**config.mk**
```make
export PLATFORM = sky130hd
export DESIGN_NAME = rmq_sqrt
export DESIGN_NICKNAME = d
export VERILOG_FILES = /design/src/design/rmq_pkg.sv /design/src/design/rmq_sqrt.sv
export VERILOG_INCLUDE_DIRS = /design/src /design/src/design
export SDC_FILE = /design/constraint.sdc
export NUM_CORES = 2
export LEC_CHECK = 0
export ABC_AREA = 1
export BUFFER_PORTS_ARGS = -buffer_cell sky130_fd_sc_hd__buf_2
export CAP_MARGIN = 30
export CORE_ASPECT_RATIO = 1.4
export CORE_MARGIN = 2
export CORE_UTILIZATION = 55
export DETAILED_ROUTE_END_ITERATION = 10
export PLACE_DENSITY = 0.72
export SLEW_MARGIN = 20
export SYNTH_ARGS = -nofsm -noshare
export SYNTH_HDL_FRONTEND = slang
export SYNTH_SLANG_ARGS = --single-unit
```
**constraint.sdc**
```tcl
create_clock -name clk -period 8.6 [get_ports clk]
set_input_delay 1.72 -clock clk [delete_from_list [all_inputs] [get_ports clk]]
set_output_delay 1.72 -clock clk [all_outputs]
set_load 0.005 [all_outputs]
```
**src/design/rotation_matrix_to_quaternion_unit_defines.svh**
```systemverilog
// ----------------------------------------------------------------------------
// Assertion macros for the rotation matrix to quaternion unit
// Shared concurrent assertion forms, clocked on clk, off during rst.
// ----------------------------------------------------------------------------
`ifndef ROTATION_MATRIX_TO_QUATERNION_UNIT_DEFINES_SVH
`define ROTATION_MATRIX_TO_QUATERNION_UNIT_DEFINES_SVH

// same-cycle implication
`define RMQ_ASSERT_NOW(label, ante, cons, msg) \
  label: assert property (@(posedge clk) disable iff (rst) (ante) |-> (cons)) \
    else $error(msg);

// next-cycle implication
`define RMQ_ASSERT_NEXT(label, ante, cons, msg) \
  label: assert property (@(posedge clk) disable iff (rst) (ante) |=> (cons)) \
    else $error(msg);

`endif

```
**src/design/rmq_pkg.sv**
```systemverilog
// ----------------------------------------------------------------------------
// rmq_pkg
// Types and constants of the rotation matrix to quaternion pipeline.
// ----------------------------------------------------------------------------
package rmq_pkg;

  localparam int SqrtSteps = 16;
  localparam int DivSteps  = 16;
  localparam int Lanes     = 3;

  typedef logic signed [15:0] fx_t;

  typedef enum logic [1:0] {
    SLOT_W = 2'd0,
    SLOT_X = 2'd1,
    SLOT_Y = 2'd2,
    SLOT_Z = 2'd3
  } slot_t;

  typedef struct packed {
    slot_t                   slot;
    logic                    bad;
    logic [Lanes-1:0]        neg;
    logic [Lanes-1:0][16:0]  mag;
  } side_t;

  typedef struct packed {
    logic [31:0] rem;
    logic [15:0] root;
    side_t       side;
  } sq_t;

  typedef struct packed {
    logic [Lanes-1:0][31:0] rem;
    logic [Lanes-1:0][15:0] quo;
    logic [Lanes-1:0]       sat;
    logic [16:0]            dvs;
    logic [14:0]            half;
    slot_t                  slot;
    logic                   bad;
    logic [Lanes-1:0]       neg;
  } dv_t;

endpackage

```
**src/design/rmq_sqrt.sv**
```systemverilog
// ----------------------------------------------------------------------------
// rmq_sqrt
// Pipelined integer square root, one result bit per stage.
// ----------------------------------------------------------------------------
`include "rotation_matrix_to_quaternion_unit_defines.svh"

module rmq_sqrt (
  input  logic         clk,
  input  logic         rst,
  input  logic         en,
  input  logic         in_valid,
  input  rmq_pkg::sq_t in_data,
  output logic         out_valid,
  output rmq_pkg::sq_t out_data
);

  logic         vld [0:rmq_pkg::SqrtSteps];
  rmq_pkg::sq_t st  [0:rmq_pkg::SqrtSteps];

  assign vld[0] = in_valid;
  assign st[0]  = in_data;

  for (genvar s = 0; s < rmq_pkg::SqrtSteps; s++) begin : g_step
    localparam int B = rmq_pkg::SqrtSteps - 1 - s;
    logic [33:0]  term;
    rmq_pkg::sq_t nxt;

    always_comb begin
      term = (34'(st[s].root) << (B + 1)) + (34'd1 << (2 * B));
      nxt  = st[s];
      if (34'(st[s].rem) >= term) begin
        nxt.rem     = 32'(34'(st[s].rem) - term);
        nxt.root[B] = 1'b1;
      end
    end

    always_ff @(posedge clk) begin
      if (rst) begin
        vld[s+1] <= 1'b0;
      end else if (en) begin
        vld[s+1] <= vld[s];
      end
      if (en) begin
        st[s+1] <= nxt;
      end
    end
  end

  assign out_valid = vld[rmq_pkg::SqrtSteps];
  assign out_data  = st[rmq_pkg::SqrtSteps];

  // a positive argument is at least one LSB, so the root is at least 128
  `RMQ_ASSERT_NOW(a_root_min, out_valid && !out_data.side.bad, out_data.root >= 16'd128, "root below minimum")
  `RMQ_ASSERT_NOW(a_root_max, out_valid, out_data.root <= 16'd46341, "root above range")

endmodule

```
[Word level (Yosys, flattened, before mapping)]
Index checks and enable logic that the tools add are counted.
Storage, ports and cells
  flip-flop bits (word level): 1696
  input port bits: 109
  output and inout bits: 106
Cells by class
  $add $sub $neg: 32
  magnitude comparators: 16
  muxes and demuxes: 16
Operators with widths (count)
  two-way mux 32 bit: 15
  subtractor 32 bit: 2
  adder 32 x 31 -> 33 bit (second input constant): 1
  greater-or-equal comparator 32 x 33 -> 1 bit: 1
  two-way mux 33 bit: 1
  adder 31 x 29 -> 32 bit (second input constant): 1
  greater-or-equal comparator 32 x 18 -> 1 bit: 1
  greater-or-equal comparator 32 x 19 -> 1 bit: 1
  greater-or-equal comparator 32 x 20 -> 1 bit: 1
  greater-or-equal comparator 32 x 21 -> 1 bit: 1
  greater-or-equal comparator 32 x 22 -> 1 bit: 1
  greater-or-equal comparator 32 x 23 -> 1 bit: 1
  greater-or-equal comparator 32 x 24 -> 1 bit: 1
  greater-or-equal comparator 32 x 25 -> 1 bit: 1
  greater-or-equal comparator 32 x 26 -> 1 bit: 1
  greater-or-equal comparator 32 x 27 -> 1 bit: 1
  greater-or-equal comparator 32 x 28 -> 1 bit: 1
  greater-or-equal comparator 32 x 29 -> 1 bit: 1
  greater-or-equal comparator 32 x 30 -> 1 bit: 1
  greater-or-equal comparator 32 x 31 -> 1 bit: 1
  greater-or-equal comparator 32 bit: 1
  subtractor 32 x 18 -> 32 bit: 1
  subtractor 32 x 19 -> 32 bit: 1
  subtractor 32 x 20 -> 32 bit: 1
  25 further kinds: 25

[Longest topological paths before layout]
  word-level depth: 3
  mapped depth: 21
  depth with buffers taken out: 21

[Least setup slack after synthesis]
No wires, ideal clock.
  path type: input -> register
  from: in in_data[71] (netlist bit)
  to: reg st[1670] (netlist bit), data pin
  arrival time: 3289 ps
  required time: 8347 ps
  path slack: 5058 ps
  stages: 9
  path buffers: 1
  cell sequence: ha_1 inv_1 ha_1 inv_1 nor4_1 nand4_4 buf_2 nand4_1 nand2_1
RTL lines
  start, declared: line rmq_sqrt.sv:12  | input rmq_pkg::sq_t in_data,
  end signal, assigned by index: line rmq_sqrt.sv:44  | st[s+1] <= nxt;
  end, declared: line rmq_sqrt.sv:18  | rmq_pkg::sq_t st [0:rmq_pkg::SqrtSteps];

==> impl_metrics.csv <==
group,metric,value,unit
sta,setup_violations,0,
power,p_seq_frac,0.433,
power,power.switching,9540,uW
sta,whs,406,ps
detailed_routing,drc,0,
clock_tree,clk_latency,830,ps
logic_synthesis,synth_top_family_by_area,"simple AND/OR/NAND/NOR gates",
clock_tree,clock-root-buffer,"clkbuf_16",
logic_synthesis,yosys-top-cells-count,"2389 x nand2_1, 1680 x edfxtp_1, 988 x inv_1",
logic_synthesis,synth.area.top_cells,"edfxtp_1 63%, nand2_1 11%, inv_1 4.6%",
sta,worstMarginPinSlew,1050,ps
clock_tree,post_cts_buffers,0,
sta,post-route-period-util,0.535,
power,p_sw_frac,0.358,
logic_synthesis,syn-cell-area,80700,um^2
logic_synthesis,ys_warn_count,0,
worst_setup_path,worstRegToRegCells,18,
sta,min_period,4600,ps
sta,max_freq,217,MHz
global_routing,grtUsageMet3,0.0371,
clock_tree,postCtsHoldBufs,0,
worst_setup_path,path_class,"reg -> reg",
hold_path,whs_path_depth,0,
worst_setup_path,crit_path_end_kind,"flop",
logic_synthesis,ys_seq_area_frac,0.629,
logic_synthesis,synthSimpleGateAreaFrac,0.198,
layout,regArea,50800,um^2
power,p_comb_frac,0.297,
floorplanning,initial_core_util,0.553,
status,outcome,"finished, final reports clean",
sta,slew_viol_final,0,
sta,setup_slack,4000,ps
logic_synthesis,synth_fa_ha_area_frac,0.0483,
global_routing,grt_max_degree,188,
placed_design,gp_congestion,0.995,
worst_setup_path,regToRegSetupSlack,4000,ps
logic_synthesis,synth_edf_count,1680,
floorplanning,die_h,457,um
global_routing,grt.met1_usage,0.272,
detailed_routing,drtIter0Drc,3695,
detailed_routing,vias_per_cell,5.34,
clock_tree,cts_tree,"built",
layout,num-fill-cells,11830,
power,max-vdd-ir-drop,0.291,mV
clock_tree,clk_pin_slew,60,ps
layout,areaGrowthSynthToFinish,9.78,%
clock_tree,numCtsBuffers,156,
worst_setup_path,critPathLaunchType,"flop",
placed_design,pre_cts_ws,4090,ps
placed_design,port_buffers,214,
floorplanning,dieWidth,328,um
detailed_routing,vias,53439,
detailed_routing,drt_first_pass_iters,8,
sta,setup_tns,0,ps
sta,hold_viol_final,0,
logic_synthesis,synthesis.nets,8129,
power,p_total,26600,uW
global_routing,busiest_layer,"met2",
sta,fin_worst_skew,45.5,ps
logic_synthesis,synth_top_area_cell,"edfxtp_1",
layout,stdcell_count,10008,
logic_synthesis,synth_cells,7718,
detailed_routing,wl_per_cell,21.4,um
power,pwr-share-clk,0.270,
layout,multiInputGateArea,24900,um^2
floorplanning,num_rows,166,
power,p_per_area,300,nW/um^2
power,p_leak,0.0374,uW
power,internal_power,17100,uW
detailed_routing,ant_nets,0,
logic_synthesis,synth_cell_types,53,
logic_synthesis,synth.most_common_cell,"nand2_1",
clock_tree,cts-resized-gates,0,
global_routing,grt_usage,0.288,
layout,drive_above_1_share,0.0774,
worst_setup_path,critPathRequiredTime,9260,ps
placed_design,place_inst,9715,
logic_synthesis,avgSynthCellArea,10.5,um^2
logic_synthesis,netlist.area_leader.share,0.625,
global_routing,antenna_found_initial,7,
worst_setup_path,path_max_fanout,30,
layout,nets,8353,
logic_synthesis,synth_compound_area_frac,0.0347,
floorplanning,dieArea,150000,um^2
global_routing,grt_pass1_vias,54708,
global_routing,overflow,0,
hold_path,hp-class,"reg -> reg",
logic_synthesis,synthArstFlopShare,0,
clock_tree,cts_max_level,4,
global_routing,grt_pass1_wl,319000,um
floorplanning,core-area,146000,um^2
sta,rsz0062_at_grt,"no",
placed_design,place_hpwl,162000,um
logic_synthesis,synth-seq-cells,1696,
logic_synthesis,synthMuxAreaShare,0,
clock_tree,ctsLongestPathBuffers,3,
global_routing,use_met2,0.548,
logic_synthesis,ys.flop_type,"edfxtp_1",
logic_synthesis,synth_xor_area_frac,0.0276,
sta,maxSlewHeadroom,0.303,
floorplanning,io_pins,215,
worst_setup_path,critPathArrivalTime,5260,ps
detailed_routing,routed_wl,214000,um
clock_tree,cts.sinks,1696,
job,max_cap_violations,0,
==> cell usage in the layout, fill, tap and decap left out, drive strengths merged, types with 2 or more instances in the layout <==
cell type,n
and3,2
nand2,2413
nand3b,70
nand4,150
nor4,9
nor3,70
xnor2,67
xor2,187
a21oi,300
o21ai,146
a21o,11
clkinv,72
o21bai,35
buf,237
o21a,4
inv,1013
clkinvlp,12
nand3,457
fa,16
and2,6
bufinv,18
nor2,593
diode,4
edfxtp,1680
ha,286
or2,23
dfxtp,16
clkbuf,174
==> registers in the layout, summed over array words and instances, names as in the netlist <==
name        count
st            495
g_step.nxt   1080
out_valid       1
out_data      105
vld            15
==> area by class of cell <==
class,instances,area share
clock inverters,114,0.0153
diodes,4,0.000113
flip-flops and latches,1696,0.573
clock buffers,174,0.0451
inverters,1001,0.0425
well taps,1932,0.0273
multi-input cells,4850,0.281
repair buffers,237,0.0157
==> cell families after synthesis <==
family	after synthesis
and+or+nand+nor	3796
buffers and inverters	1172
adders and majority gates	302
xor gates and xnor gates	254
DFF	1696
AOI/OAI and AO/OA	498
==> per-layer routing <==
metal  wire length, um  share of wire
met1             70000           0.33
met3              7810          0.036
met2            116000           0.54
met5                46        0.00021
met4             20100          0.094
==> per-stage QoR <==
step	instance area [um^2]	util
after floorplan	80700	-
after detailed placement	83200	0.570
after global placement	83200	0.570
after global routing	88600	0.607
final	88600	0.607
after CTS	88600	0.607
==> final timing paths <==
kind                                start                      to
max reg2reg  g_step[13].nxt[58]$_DFFE_PP_       st[298]$_DFFE_PP_
min          g_step[15].nxt[19]$_DFFE_PP_  out_data[19]$_DFFE_PP_
max          g_step[13].nxt[58]$_DFFE_PP_       st[298]$_DFFE_PP_
min reg2reg  g_step[15].nxt[19]$_DFFE_PP_  out_data[19]$_DFFE_PP_
==> worst max-delay path, cell delays in order, from the launching register on <==
cell      delay [ps]
edfxtp_1         470
nand3_1          140
nor3_1           320
nand3_1          220
nor2_1           230
nand2_1          120
o21bai_1         140
nand2_1           80
ha_1             370
nand2_1          150
nor2_1           160
inv_1            100
nor2_2           350
nand4_1          460
nand3_2          220
nand2_4          170
nand2_2          530
nand2_1          110
nand2_1           90
==> power by group through the flow <==
| stage | logic (uW) | clock network [uW] | registers [uW] |
|---|---|---|---|
| global route | 8830 | 7620 | 11600 |
| CTS | 7870 | 7350 | 11500 |
| floorplan | 5530 | 0 | 11100 |
| detailed placement | 7830 | 0 | 11700 |
| global placement | 7780 | 0 | 11700 |
| finish | 7890 | 7190 | 11500 |
Power figures use the tool's default switching activity.
