==> src/design/rotation_matrix_to_quaternion_unit_defines.svh <==
// ----------------------------------------------------------------------------
// Assertion macros for the rotation matrix to quaternion unit
// Shared concurrent assertion forms, clocked on clk, off during rst.
// ----------------------------------------------------------------------------
`ifndef ROTATION_MATRIX_TO_QUATERNION_UNIT_DEFINES_SVH
`define ROTATION_MATRIX_TO_QUATERNION_UNIT_DEFINES_SVH

// same-cycle implication
`define RMQ_ASSERT_NOW(label, ante, cons, msg) \
  label: assert property (@(posedge clk) disable iff (rst) (ante) |-> (cons)) \
    else $error(msg);

// next-cycle implication
`define RMQ_ASSERT_NEXT(label, ante, cons, msg) \
  label: assert property (@(posedge clk) disable iff (rst) (ante) |=> (cons)) \
    else $error(msg);

`endif

==> src/design/rmq_pkg.sv <==
// ----------------------------------------------------------------------------
// rmq_pkg
// Types and constants of the rotation matrix to quaternion pipeline.
// ----------------------------------------------------------------------------
package rmq_pkg;

  localparam int SqrtSteps = 16;
  localparam int DivSteps  = 16;
  localparam int Lanes     = 3;

  typedef logic signed [15:0] fx_t;

  typedef enum logic [1:0] {
    SLOT_W = 2'd0,
    SLOT_X = 2'd1,
    SLOT_Y = 2'd2,
    SLOT_Z = 2'd3
  } slot_t;

  typedef struct packed {
    slot_t                   slot;
    logic                    bad;
    logic [Lanes-1:0]        neg;
    logic [Lanes-1:0][16:0]  mag;
  } side_t;

  typedef struct packed {
    logic [31:0] rem;
    logic [15:0] root;
    side_t       side;
  } sq_t;

  typedef struct packed {
    logic [Lanes-1:0][31:0] rem;
    logic [Lanes-1:0][15:0] quo;
    logic [Lanes-1:0]       sat;
    logic [16:0]            dvs;
    logic [14:0]            half;
    slot_t                  slot;
    logic                   bad;
    logic [Lanes-1:0]       neg;
  } dv_t;

endpackage

==> src/design/rmq_div.sv <==
// ----------------------------------------------------------------------------
// rmq_div
// Three-lane pipelined restoring divider, one quotient bit per stage.
// ----------------------------------------------------------------------------
module rmq_div (
  input  logic         clk,
  input  logic         rst,
  input  logic         en,
  input  logic         in_valid,
  input  rmq_pkg::dv_t in_data,
  output logic         out_valid,
  output rmq_pkg::dv_t out_data
);

  logic         vld [0:rmq_pkg::DivSteps];
  rmq_pkg::dv_t st  [0:rmq_pkg::DivSteps];

  assign vld[0] = in_valid;
  assign st[0]  = in_data;

  for (genvar s = 0; s < rmq_pkg::DivSteps; s++) begin : g_step
    localparam int B = rmq_pkg::DivSteps - 1 - s;
    logic [32:0]  sub;
    rmq_pkg::dv_t nxt;

    always_comb begin
      sub = 33'(st[s].dvs) << B;
      nxt = st[s];
      for (int l = 0; l < rmq_pkg::Lanes; l++) begin
        if (33'(st[s].rem[l]) >= sub) begin
          nxt.rem[l]    = 32'(33'(st[s].rem[l]) - sub);
          nxt.quo[l][B] = 1'b1;
        end
      end
    end

    always_ff @(posedge clk) begin
      if (rst) begin
        vld[s+1] <= 1'b0;
      end else if (en) begin
        vld[s+1] <= vld[s];
      end
      if (en) begin
        st[s+1] <= nxt;
      end
    end
  end

  assign out_valid = vld[rmq_pkg::DivSteps];
  assign out_data  = st[rmq_pkg::DivSteps];

endmodule

==> config.mk <==
export PLATFORM = sky130hd
export DESIGN_NAME = rmq_div
export DESIGN_NICKNAME = d
export VERILOG_FILES = /design/src/design/rotation_matrix_to_quaternion_unit_defines.svh /design/src/design/rmq_pkg.sv /design/src/design/rmq_div.sv
export SDC_FILE = /design/constraint.sdc
export NUM_CORES = 2
export LEC_CHECK = 0
export BUFFER_PORTS_ARGS = -buffer_cell sky130_fd_sc_hd__buf_2
export CORE_UTILIZATION = 57
export CTS_CLUSTER_DIAMETER = 60
export DETAILED_ROUTE_END_ITERATION = 6
export PLACE_DENSITY = 0.77
export SLEW_MARGIN = 20
export SYNTH_ARGS = -nofsm -noshare
export SYNTH_HDL_FRONTEND = slang
export SYNTH_SLANG_ARGS = --single-unit
==> constraint.sdc <==
create_clock -name clk -period 3.7 [get_ports clk]
set_input_delay 0.74 -clock clk [delete_from_list [all_inputs] [get_ports clk]]
set_output_delay 0.74 -clock clk [all_outputs]
set_load 0.1 [all_outputs]
Word-level counts from Yosys, hierarchy flattened
Index checks and enable logic that the tools add are counted.
{"block": "word_totals", "in_bits": 189, "output_inout_bits": 186, "word_cells": 400, "regBits": 2976}
{"block": "classes", "order_cmp": 48, "addsub": 48, "n_mux": 48}
{"op": "2-to-1 mux 32 bit", "n": 48}
{"op": "greater-or-equal comparator 32 x 17 -> 1 bit", "n": 3}
{"op": "greater-or-equal comparator 32 x 18 -> 1 bit", "n": 3}
{"op": "greater-or-equal comparator 32 x 19 -> 1 bit", "n": 3}
{"op": "greater-or-equal comparator 32 x 20 -> 1 bit", "n": 3}
{"op": "greater-or-equal comparator 32 x 21 -> 1 bit", "n": 3}
{"op": "greater-or-equal comparator 32 x 22 -> 1 bit", "n": 3}
{"op": "greater-or-equal comparator 32 x 23 -> 1 bit", "n": 3}
{"op": "greater-or-equal comparator 32 x 24 -> 1 bit", "n": 3}
{"op": "greater-or-equal comparator 32 x 25 -> 1 bit", "n": 3}
{"op": "greater-or-equal comparator 32 x 26 -> 1 bit", "n": 3}
{"op": "greater-or-equal comparator 32 x 27 -> 1 bit", "n": 3}
{"op": "greater-or-equal comparator 32 x 28 -> 1 bit", "n": 3}
{"op": "greater-or-equal comparator 32 x 29 -> 1 bit", "n": 3}
{"op": "greater-or-equal comparator 32 x 30 -> 1 bit", "n": 3}
{"op": "greater-or-equal comparator 32 x 31 -> 1 bit", "n": 3}
{"op": "greater-or-equal comparator 32 bit", "n": 3}
{"op": "subtractor 32 x 17 -> 32 bit", "n": 3}
{"op": "subtractor 32 x 18 -> 32 bit", "n": 3}
{"op": "subtractor 32 x 19 -> 32 bit", "n": 3}
{"op": "subtractor 32 x 20 -> 32 bit", "n": 3}
{"op": "subtractor 32 x 21 -> 32 bit", "n": 3}
{"op": "subtractor 32 x 22 -> 32 bit", "n": 3}
{"op": "subtractor 32 x 23 -> 32 bit", "n": 3}
{"op": "9 further kinds", "n": 27}

Depth between registers and ports, before layout
{"block": "depth", "word_depth": 2, "ltp_mapped": 14, "mapped_depth_nobuf": 13}

Worst setup path before layout
OpenSTA, ideal clock, no wires.
{"block": "synth_timing", "path_kind": "input to register", "startpoint": "in in_data[31] in the netlist's numbering", "endpoint": "reg st[2951] in the netlist's numbering (data pin)", "cell_stages": 12, "setup_ps": 260, "path_buffers": 1, "required_ps": 3440, "slack_ps": 87, "t_arrival_ps": 3353, "cell_sequence": "inv_1 > ha_1 > a21o_1 > a21o_1 > or2_2 > a211oi_1 > o31a_1 > o41ai_1 > o21a_1 > nor2_1 > buf_2 > mux2_2"}
{"element": "from (decl)", "line": "rmq_div.sv:10", "text": "input rmq_pkg::dv_t in_data,"}
{"element": "to (signal, indexed assignment)", "line": "rmq_div.sv:44", "text": "st[s+1] <= nxt;"}
{"element": "to (decl)", "line": "rmq_div.sv:16", "text": "rmq_pkg::dv_t st [0:rmq_pkg::DivSteps];"}

==> metrics.md <==
| Metric | Value |
|---|---|
| Via density per instance | 5.95 |
| Root buf cell | sky130_fd_sc_hd__clkbuf_16 |
| Remaining number of nets flagged by the antenna check after routing | 0 |
| Via count of the first global-routing pass | 102000 |
| Vias after detailed routing | around 100k |
| Share of the core filled with cells in the final layout | about two thirds |
| Critical path cell sequence | inv_2 > ha_1 > o21a_1 > o31a_1 > o31ai_1 > buf_4 > a31oi_1 > a2111oi_0 > buf_4 > o31a_1 > buf_4 > or3_1 > nor3_1 > xor2_1 |
| H-tree Lvls | 5 |
| Post-synthesis instance area | 148000 um2 |
| Final Critical Period | 3.64 ns |
| Synth-to-Final Area Change | 16.0% |
| Number of instances in the synthesized netlist | between 10000 and 15000 |
| CP bufs+invs | 4 |
| Seq/Total Area, Yosys | 60.4% |
| Headroom to the max-slew limit | 35.0% |
| Achievable Freq | 275 MHz |
| Max IR drop VDD | 0.000783 V |
| Category of the most critical setup path | reg2reg |
| Number of iterations in the first detailed-routing pass | 6 |
| Core area | approximately 260000 um2 |
| Tcrit/Tclk final | a little over nine tenths |
| Power density over the cells | 758 nW/um2 |
| Remaining global-route overflow | 0 |
| Worst setup skew after layout | ~0.064 ns |
| Pin count of the biggest net entering global routing | between 100 and 150 |
| Outcome | complete, no violations |
| Number of port buffers | 374 |
| Number of library cell types mapped by synthesis | 92 |
| Most frequent standard cell in the layout excluding fill and tap cells | sky130_fd_sc_hd__edfxtp_1 |
| Worst Setup End Kind | flip-flop |
| Final setup violation count | 0 |
| Pre-CTS worst setup slack | -0.488 ns |
| Stage delay of the slowest cell on the critical path | 0.56 ns |
| Max-capacitance violation count | 0 |
| Post-detail-place hpwl | between 300000 and 400000 um |
| Number of buffers on the longest clock path | 4 |
| Global placement routability congestion | around 1.0 |
| Horizontal die dimension | just over 500 um |
| Number of clock sinks seen by CTS | about 3000 |
| Most instantiated flip-flop cell in the synthesis netlist | sky130_fd_sc_hd__edfxtp_1 |
| Synth Area per Inst | ~13 um2 |
| Number of top-level pins | 375 |
| Delay-heaviest family, CP | compound AO/OA/AOI/OAI gates |
| Maximum fanout encountered on the critical timing path | 6 |
| Number of remaining DRC errors | 0 |
| Slowest stage cell, crit path | sky130_fd_sc_hd__ha_1 |
| Nets in the synthesized netlist | approximately 13000 |
| Clock Latency Late Sink | between 0.9 and 1 ns |
| Pin slew with the least headroom to its limit | slightly below 1 ns |
| Hold Crit Class | in2reg |
| Number of slew-limit violations in the final report | 0 |
| Total of warnings raised by yosys | 0 |
| Proportion of synthesized flip-flops having asynchronous set or reset | 0% |
| CTS Buf Count | 316 |
| CP Launch Type | flip-flop |
| Static power due to leakage | roughly 65 nW |
| Number of enable-type register cells in the synthesized netlist | between 2000 and 3000 |
| Required time reported for the critical path endpoint | 4.35 ns |
| Arrival time at the worst endpoint | 4.29 ns |
| Cell type with the highest occurrence count on the critical path | sky130_fd_sc_hd__buf_4 |
| GR Util All Layers | between 30% and 40% |
| Wirelength, routed | ~430000 um |
| Drt initial violations | about 7900 |
| Wire per inst | ~25 um |
| TritonCTS clock tree | done |
| Synth Register Bits | just under 3000 |
| Die Y-Extent | between 500 and 600 um |
| Share of cells above drive strength 1 | between 10% and 20% |
| Final count of hold timing violations | 0 |
| Reg clk slew, reported paths | approximately 0.060 ns |
| Effective utilization at floorplan | about 57% |
| Top library cells by usage in the layout, fill and taps aside | sky130_fd_sc_hd__edfxtp_1, sky130_fd_sc_hd__nand2_1, sky130_fd_sc_hd__buf_4 |
| Total Nets Final | around 14000 |
| Total die area | 261000 um2 |
| Antenna violations before repair | 11 |
| PnR worst setup slack | 0.0623 ns |
| Rows | around 190 |
| First-pass GRT wire length | ~630000 um |
## what timing repair did
action	in CTS	in global routing
cloned	0	0
hold buffers	116	0
buffers inserted	3	5
resized for setup	13	83
endpoints found under the setup margin	26	176
endpoints found under the hold margin	116	0
pin swaps	2	15
## worst paths after layout
| check | startpoint | endpoint | slack, ns | cells past startpoint |
|---|---|---|---|---|
| min | in_data[29] | g_step[1].nxt[29]$_DFFE_PP_ | 0.05 | 1 |
| max | g_step[12].nxt[23]$_DFFE_PP_ | st[706]$_DFFE_PP_ | 0.06 | 14 |
| min reg2reg | g_step[6].nxt[5]$_DFFE_PP_ | g_step[7].nxt[5]$_DFFE_PP_ | 0.41 | 0 |
| max reg2reg | g_step[12].nxt[23]$_DFFE_PP_ | st[706]$_DFFE_PP_ | 0.06 | 14 |
## per-layer routing
metal	up-vias	share of wire, %	track usage, %
met5	-	0.0035	0
li1	46900	-	-
met1	47900	32	30.4
met4	2	11	29.4
met2	3974	53	60.6
met3	1388	4.3	3.80
## Yosys cell counts (all sizes together), types with 42 or more instances
cell / n / share of area [%]
a21o: 309 / 1.6
and2: 42 / 0.18
xor2: 451 / 2.7
o31ai: 96 / 0.49
nor2: 772 / 2.0
or2: 66 / 0.28
edfxtp: 2960 / 60
mux2: 164 / 1.3
nand3: 163 / 0.55
or3: 115 / 0.49
a211oi: 78 / 0.40
a21oi: 763 / 2.6
fa: 48 / 0.65
o21ai: 806 / 2.7
a31oi: 90 / 0.38
nor2b: 138 / 0.58
clkbuf: 190 / 0.48
ha: 816 / 6.9
nand4: 106 / 0.45
nor4: 133 / 0.57
or4: 49 / 0.25
and3: 52 / 0.22
buf: 203 / 1.0
o21bai: 95 / 0.48
xnor2: 499 / 3.0
nand2: 896 / 2.3
nand2b: 162 / 0.69
o21a: 146 / 0.74
inv: 536 / 1.4
nor3: 236 / 0.80
## stage by stage
step	TNS, ns	std cells	hold WS, ns	power (mW)	cell area (um2)
after floorplan	0	11800	0.400	82.0	148000
after global placement	-8.58	16100	0.400	96.0	159000
after detailed placement	-11.22	16100	0.405	97.3	159000
after CTS	0	16800	0.00432	129	171000
after global routing	-0.0281	16800	0.0319	136	171000
final	0	16800	0.0516	130	171000
## worst reg2reg max path, delay by kind of cell, from the launching register on
family                   cells  cell delay [ns]
AND/OR/NAND/NOR              2             0.59
buffers and inverters        4             0.60
XOR/XNOR                     1             0.13
AO/OA/AOI/OAI                6             1.12
flip-flops                   1             0.37
adder cells (fa/ha/maj)      1             0.56
## cells by family (layout without fill, tap and decap cells)
| logic type | Yosys count | in the layout | synth area share, % |
|---|---|---|---|
| other | 0 | 52 | 0 |
| AO/OA/AOI/OAI | 2771 | 2771 | 11.7 |
| multiplexers | 205 | 205 | 1.53 |
| adder cells (fa/ha/maj) | 864 | 864 | 7.56 |
| XOR/XNOR | 950 | 950 | 5.63 |
| buffers and inverters | 929 | 2514 | 2.84 |
| AND/OR/NAND/NOR | 3114 | 3114 | 10.4 |
| flip-flops | 2976 | 2976 | 60.4 |
## report_power, final
group	switching, mW	internal [mW]
Combinational	27.5	19.7
Clock	13.7	17.7
Sequential	4.90	46.4
## sequential cells by signal (all words and copies together), names as in the netlist
| signal | flops |
|---|---|
| vld | 15 |
| st | 1485 |
| out_data | 185 |
| g_step.nxt | 1290 |
| out_valid | 1 |
## final cells by class
cell class,count,area [um2]
Multi-Input combinational cell,7904,54800
Clock buffer,374,8230
Antenna cell,52,130
Inverter,536,2030
Sequential cell,2976,89200
Tap cell,3384,4230
Timing Repair Buffer,1404,10700
Clock inverter,200,2000
Fill cell,17800,85800
No activity file was read; power rests on OpenSTA's default activity.
